$ cat src/design/tlg_pkg.sv
// Shared constants, codes and controller/datapath interface types for the life grid engine.
`timescale 1ns / 1ps
`default_nettype none

package tlg_pkg;

   localparam int DEF_MAX_ROWS = 64;
   localparam int DEF_MAX_COLS = 64;

   localparam int CFG_W       = 7;
   localparam int CFG_RESET   = 64;
   localparam int MODE_W      = 2;
   localparam int CELL_IDX_W  = 6;
   localparam int CSR_DATA_W  = 32;
   localparam int CSR_ADDR_W  = 3;

   localparam int MIN_SIZE    = 3;
   localparam int BIRTH_COUNT = 3;
   localparam int SURVIVE_LOW = 2;
   localparam int NEIGHBOURS  = 8;

   localparam logic [MODE_W-1:0] MODE_WRITE   = 2'd0;
   localparam logic [MODE_W-1:0] MODE_ADVANCE = 2'd1;
   localparam logic [MODE_W-1:0] MODE_READ    = 2'd2;

   localparam logic REG_ROWS = 1'b0;
   localparam logic REG_COLS = 1'b1;

   typedef struct packed {
      logic accept;
      logic clr_step;
      logic rd_cell;
      logic wr_cell;
      logic cap_cell;
      logic row_reset;
      logic rd_up;
      logic rd_mid;
      logic rd_dn;
      logic wr_next;
      logic row_inc;
      logic flip_bank;
      logic load_rsp;
   } cmd_type;

   typedef struct packed {
      logic              clr_last;
      logic              row_last;
      logic              req_in_range;
      logic [MODE_W-1:0] req_mode;
      logic              cur_is_write;
      logic              rsp_free;
   } status_type;

endpackage

`default_nettype wire

$ cat src/design/tlg_ctrl.sv
// Controller state machine that sequences clearing, cell accesses and generation advances.
`timescale 1ns / 1ps
`default_nettype none

module tlg_ctrl (
   input  logic                clock,
   input  logic                reset,
   input  logic                req_valid,
   output logic                req_ready,
   output tlg_pkg::cmd_type    cmd,
   input  tlg_pkg::status_type status
);
   import tlg_pkg::*;

   typedef enum logic [10:0] {
      ST_CLEAR    = 11'b000_0000_0001,
      ST_IDLE     = 11'b000_0000_0010,
      ST_CELL_RD  = 11'b000_0000_0100,
      ST_CELL_WR  = 11'b000_0000_1000,
      ST_CELL_CAP = 11'b000_0001_0000,
      ST_ADV_UP   = 11'b000_0010_0000,
      ST_ADV_MID  = 11'b000_0100_0000,
      ST_ADV_DN   = 11'b000_1000_0000,
      ST_ADV_CALC = 11'b001_0000_0000,
      ST_ADV_WR   = 11'b010_0000_0000,
      ST_RESP     = 11'b100_0000_0000
   } state_type;

   state_type state_ff;
   state_type state_in;

   always_comb begin
      state_in  = state_ff;
      cmd       = '0;
      req_ready = 1'b0;
      unique case (state_ff)
         ST_CLEAR: begin
            cmd.clr_step = 1'b1;
            if (status.clr_last) begin
               state_in = ST_IDLE;
            end
         end
         ST_IDLE: begin
            req_ready = 1'b1;
            if (req_valid) begin
               cmd.accept = 1'b1;
               priority if (status.req_mode == MODE_ADVANCE) begin
                  cmd.row_reset = 1'b1;
                  state_in      = ST_ADV_UP;
               end else if ((status.req_mode == MODE_WRITE || status.req_mode == MODE_READ)
                            && status.req_in_range) begin
                  state_in = ST_CELL_RD;
               end else begin
                  state_in = ST_RESP;
               end
            end
         end
         ST_CELL_RD: begin
            cmd.rd_cell = 1'b1;
            state_in    = status.cur_is_write ? ST_CELL_WR : ST_CELL_CAP;
         end
         ST_CELL_WR: begin
            cmd.wr_cell = 1'b1;
            state_in    = ST_RESP;
         end
         ST_CELL_CAP: begin
            cmd.cap_cell = 1'b1;
            state_in     = ST_RESP;
         end
         ST_ADV_UP: begin
            cmd.rd_up = 1'b1;
            state_in  = ST_ADV_MID;
         end
         ST_ADV_MID: begin
            cmd.rd_mid = 1'b1;
            state_in   = ST_ADV_DN;
         end
         ST_ADV_DN: begin
            cmd.rd_dn = 1'b1;
            state_in  = ST_ADV_CALC;
         end
         ST_ADV_CALC: begin
            state_in = ST_ADV_WR;
         end
         ST_ADV_WR: begin
            cmd.wr_next = 1'b1;
            if (status.row_last) begin
               cmd.flip_bank = 1'b1;
               state_in      = ST_RESP;
            end else begin
               cmd.row_inc = 1'b1;
               state_in    = ST_ADV_UP;
            end
         end
         ST_RESP: begin
            if (status.rsp_free) begin
               cmd.load_rsp = 1'b1;
               state_in     = ST_IDLE;
            end
         end
         default: begin
            state_in = ST_CLEAR;
         end
      endcase
   end

   always_ff @(posedge clock) begin
      if (reset) begin
         state_ff <= ST_CLEAR;
      end else begin
         state_ff <= state_in;
      end
   end

`ifndef NO_ASSERTIONS
   a_single_writer: assert property (@(posedge clock) disable iff (reset)
      $onehot0({cmd.clr_step, cmd.wr_cell, cmd.wr_next}))
      else $error("More than one source drives the grid memory write port.");

   a_busy_after_accept: assert property (@(posedge clock) disable iff (reset)
      (req_valid && req_ready) |=> !req_ready)
      else $error("A new transaction was accepted while one was still in progress.");
`endif

endmodule

`default_nettype wire

$ cat config.mk
export PLATFORM = sky130hd
export DESIGN_NAME = tlg_ctrl
export DESIGN_NICKNAME = d
export VERILOG_FILES = /design/src/design/tlg_pkg.sv /design/src/design/tlg_ctrl.sv
export SDC_FILE = /design/constraint.sdc
export NUM_CORES = 1
export LEC_CHECK = 0
export BUFFER_PORTS_ARGS = -buffer_cell sky130_fd_sc_hd__buf_2
export CAP_MARGIN = 10
export CELL_PAD_IN_SITES_DETAIL_PLACEMENT = 0
export CELL_PAD_IN_SITES_GLOBAL_PLACEMENT = 1
export CORE_MARGIN = 10
export CORE_UTILIZATION = 36
export DETAILED_ROUTE_END_ITERATION = 16
export GPL_TIMING_DRIVEN = 0
export MAX_ROUTING_LAYER = met4
export PLACE_DENSITY = 0.87
export SETUP_SLACK_MARGIN = 0.02
export SYNTH_ARGS = -nofsm -noshare
export SYNTH_HDL_FRONTEND = slang
export SYNTH_SLANG_ARGS = --single-unit
$ cat constraint.sdc
create_clock -name clock -period 2 [get_ports clock]
set_input_delay 0.3 -clock clock [delete_from_list [all_inputs] [get_ports clock]]
set_output_delay 0.3 -clock clock [all_outputs]
set_load 0.03 [all_outputs]
==> results.tsv <==
stage	metric	value	unit
power_and_ir_drop	p_leak	0.0005130	uW
sta	relSlewSlack	70.61	%
global_route	grtUsageTotal	10.42	%
critical_path	path_cells	nor3_4 > and4b_2 > and3_4 > and2_4 > buf_6	
critical_path	crit_family	simple AND/OR/NAND/NOR gates	
place	io_buffers	23	
floorplanning	ios	24	
sta	max_freq	0.4957	GHz
detailed_routing	drt_pass1_iterations	4	
critical_path	crit_fanout	7	
clocking	clkTransAtPathRegs	80	ps
place	place_hpwl	1688	um
cells_and_area	regMostFlops	state_ff	
synth	postSynth.asyncResetShare	0	%
synth	synth_top_family_by_area	simple AND/OR/NAND/NOR gates	
synth	syn_area_per_cell	8.679	um2
synth	yosysTopAreaCell	dfxtp_1	
sta	setup_viol	1	
sta	finalClockSkew	3.574	ps
clocking	holdBufCountCts	0	
floorplanning	die_h	67.61	um
run_status	violations	negative setup slack	
global_route	grt_antenna_before_repair	0	
synth	yosys.area_share.adder	0	%
sta	post-route-period-util	100.9	%
hold_path	worstHoldPathType	in2reg	
flow_run	max_cap_viol_count	0	
cells_and_area	n_antenna_cell	0	
synth	synth-edff-count	0	
synth	synth_area	815.8	um2
critical_path	critPathLaunch	state_ff[5]	
critical_path	cp-endpoint	cmd[7]	
detailed_routing	route.vias.total	872	
synth	synthSimpleGateAreaFrac	49.08	%
critical_path	worst-setup-path-type	reg2out	
synth	synth_seq_cells	11	
cells_and_area	largest_reg_flops	11	
critical_path	path_depth	5	
synth	syn_inst	94	
detailed_routing	wl	2345	um
sta	setup_tns	-17.21	ps
place	dpl.cell_count	145	
sta	worstMarginPinSlew	440.0	ps
clocking	cts_tree	done	
detailed_routing	viasPerCell	5.450	
critical_path	cpMaxStageDelayCell	dfxtp_4	
cells_and_area	drive_above_1_share	49.24	%
critical_path	crit_path_end_kind	output pin	
synth	synthFlopType	dfxtp_1	
sta	setup_slack	-17.21	ps
critical_path	rrSetupSlack	150	ps
detailed_routing	drc	0	
detailed_routing	ant_nets	0	
global_route	gr-total-overflow	0	
critical_path	reg2reg_from	state_ff[0]	
place	place_congestion	0.8262	
critical_path	cp-start-kind	flip-flop	
sta	min_period	2017	ps
clocking	numCtsBuffers	3	
synth	synth_xor_area_share	3.221	%
floorplanning	dieWidth	67.61	um
floorplanning	coreArea	0.002191	mm2
global_route	grt_pass1_vias	845	
sta	report.final.slew_viol_count	0	
clocking	cts.sink_count	11	
synth	synth_compound_area_share	15.03	%
synth	synth_fp_nets	104	
critical_path	worst_ep_required_time	1700	ps
synth	synthTopCellsByArea	dfxtp_1 27%, nor4_4 5.2%, nor3_1 4.9%, nor3b_1 4.6%, nor3_4 4.0%	
detailed_routing	drt_iter0_drc	38	
synth	yosysUniqueCellTypes	42	
cells_and_area	finalNetCount	143	
power_and_ir_drop	irDropWorstVdd	267.0	uV
global_route	grt_max_degree	11	
clocking	root_buffer	clkbuf_4	
global_route	grt_pass1_wl	3670	um
floorplanning	num_rows	17	
critical_path	r2r_end	state_ff[9]	
sta	rsz0062_at_grt	true	
power_and_ir_drop	p_per_area	507.7	mW/mm2
synth	post-synth-top-area-fraction	26.99	%
clocking	clockBufferDepth	2	
critical_path	cp.buffers_inverters	1	
floorplanning	start_util	37.24	%
floorplanning	dieArea	0.004570	mm2
critical_path	max_stage_delay	380	ps
cells_and_area	largestRegisters	state_ff (11)	
synth	synth_seq_area_share	26.99	%
cells_and_area	area_delta_synth_final	44.02	%
clocking	clk_latency	280	ps
run_status	status	complete, but fails checks	
cells_and_area	stdcell_count	160	
synth	yosysWarnings	0	
sta	whs	189.6	ps
critical_path	arrival	1720	ps
detailed_routing	wl_per_cell	14.66	um
clocking	h-tree-depth	1	
sta	final-hold-violation-count	0	
critical_path	reg2regPathDepth	8	
synth	muxShareOfSynthArea	0	%
[worst register-to-register path, delay by kind of cell, from the launching register on]
family,cells,cell delay [ps]
buffers and inverters,4,510
and+or+nand+nor,3,490
AOI/OAI and AO/OA,1,380
DFF,1,330
[layout make-up]
class | instances | area, um2
multi-input combinational | 74 | 600.6
timing repair buffer | 34 | 222.7
inverter | 6 | 22.52
fill | 197 | 1016
clock buffer | 3 | 22.52
clock inverter | 1 | 5.005
buffer | 3 | 33.78
sequential | 11 | 232.7
tap | 28 | 35.03
[power by group]
| part | total, uW | leakage (uW) | internal, uW | switching, uW |
|---|---|---|---|---|
| registers | 229 | 0.0000918 | 223 | 5.33 |
| logic | 209 | 0.000403 | 104 | 105 |
| clock network | 159 | 0.0000177 | 74.3 | 84.5 |
[what timing repair did]
| item | 4_1_cts | 5_1_grt |
|---|---|---|
| pin swaps | 5 | 10 |
| setup endpoints to repair | 6 | 9 |
| buffers inserted | 5 | 6 |
| gates resized for setup | 19 | 16 |
[metal layers]
metal / wire length [um] / up-vias / global-route usage, %
met1: 1071 / 416 / 12.70
met5: 0 / - / -
met4: 39 / 0 / 3.846
li1: - / 428 / -
met2: 1105 / 23 / 16.31
met3: 129 / 5 / 2.314
[per-stage QoR]
stage / total power [uW] / worst slack (ps) / cell area, um2 / utilization [%]
floorplan: 354.2 / 27.05 / 815.8 / -
global placement: 390.7 / 93.11 / 965.9 / 44.09
detailed placement: 392.0 / 103.3 / 965.9 / 44.09
CTS: 570.1 / 6.894 / 1090 / 49.74
global route: 625.7 / -96.90 / 1175 / 53.63
finish: 596.5 / -17.21 / 1175 / 53.63
[synth_stat cells (3+ instances only)]
library cell / instances
nor3b_1: 5
nand3_1: 4
nor2_1: 7
nand2b_1: 4
nor4_1: 3
inv_1: 6
dfxtp_1: 11
nand2_1: 3
nor4b_1: 3
nor2b_1: 3
nor3_1: 8
[kinds of logic after synthesis]
kind of cell / count (synthesis)
compound gates: 15
buf+inv: 9
xor+xnor: 3
simple gates: 56
flops: 11
[worst min path at each step]
stage,startpoint,end,slack (ps),depth (start not counted)
after floorplan,reset,state_ff[1],370,1
after global placement,status[1],state_ff[4],480,2
after detailed placement,status[1],state_ff[4],480,2
after CTS,status[1],state_ff[4],190,2
after global routing,status[1],state_ff[4],200,2
final,status[1],state_ff[4],190,2
[layout by cell type (no fill, tap or decap), types with 3 or more instances in the layout]
master,n
nor3_1,7
buf_4,17
nand3_1,4
nor3_4,3
nor4_1,3
dfxtp_2,4
buf_6,3
nor2_1,6
dfxtp_1,5
buf_2,16
nor3b_1,3
nor2b_1,3
clkbuf_4,3
inv_1,5
nand2b_1,4
nor4b_1,3
(Power assumes the default switching activity.)
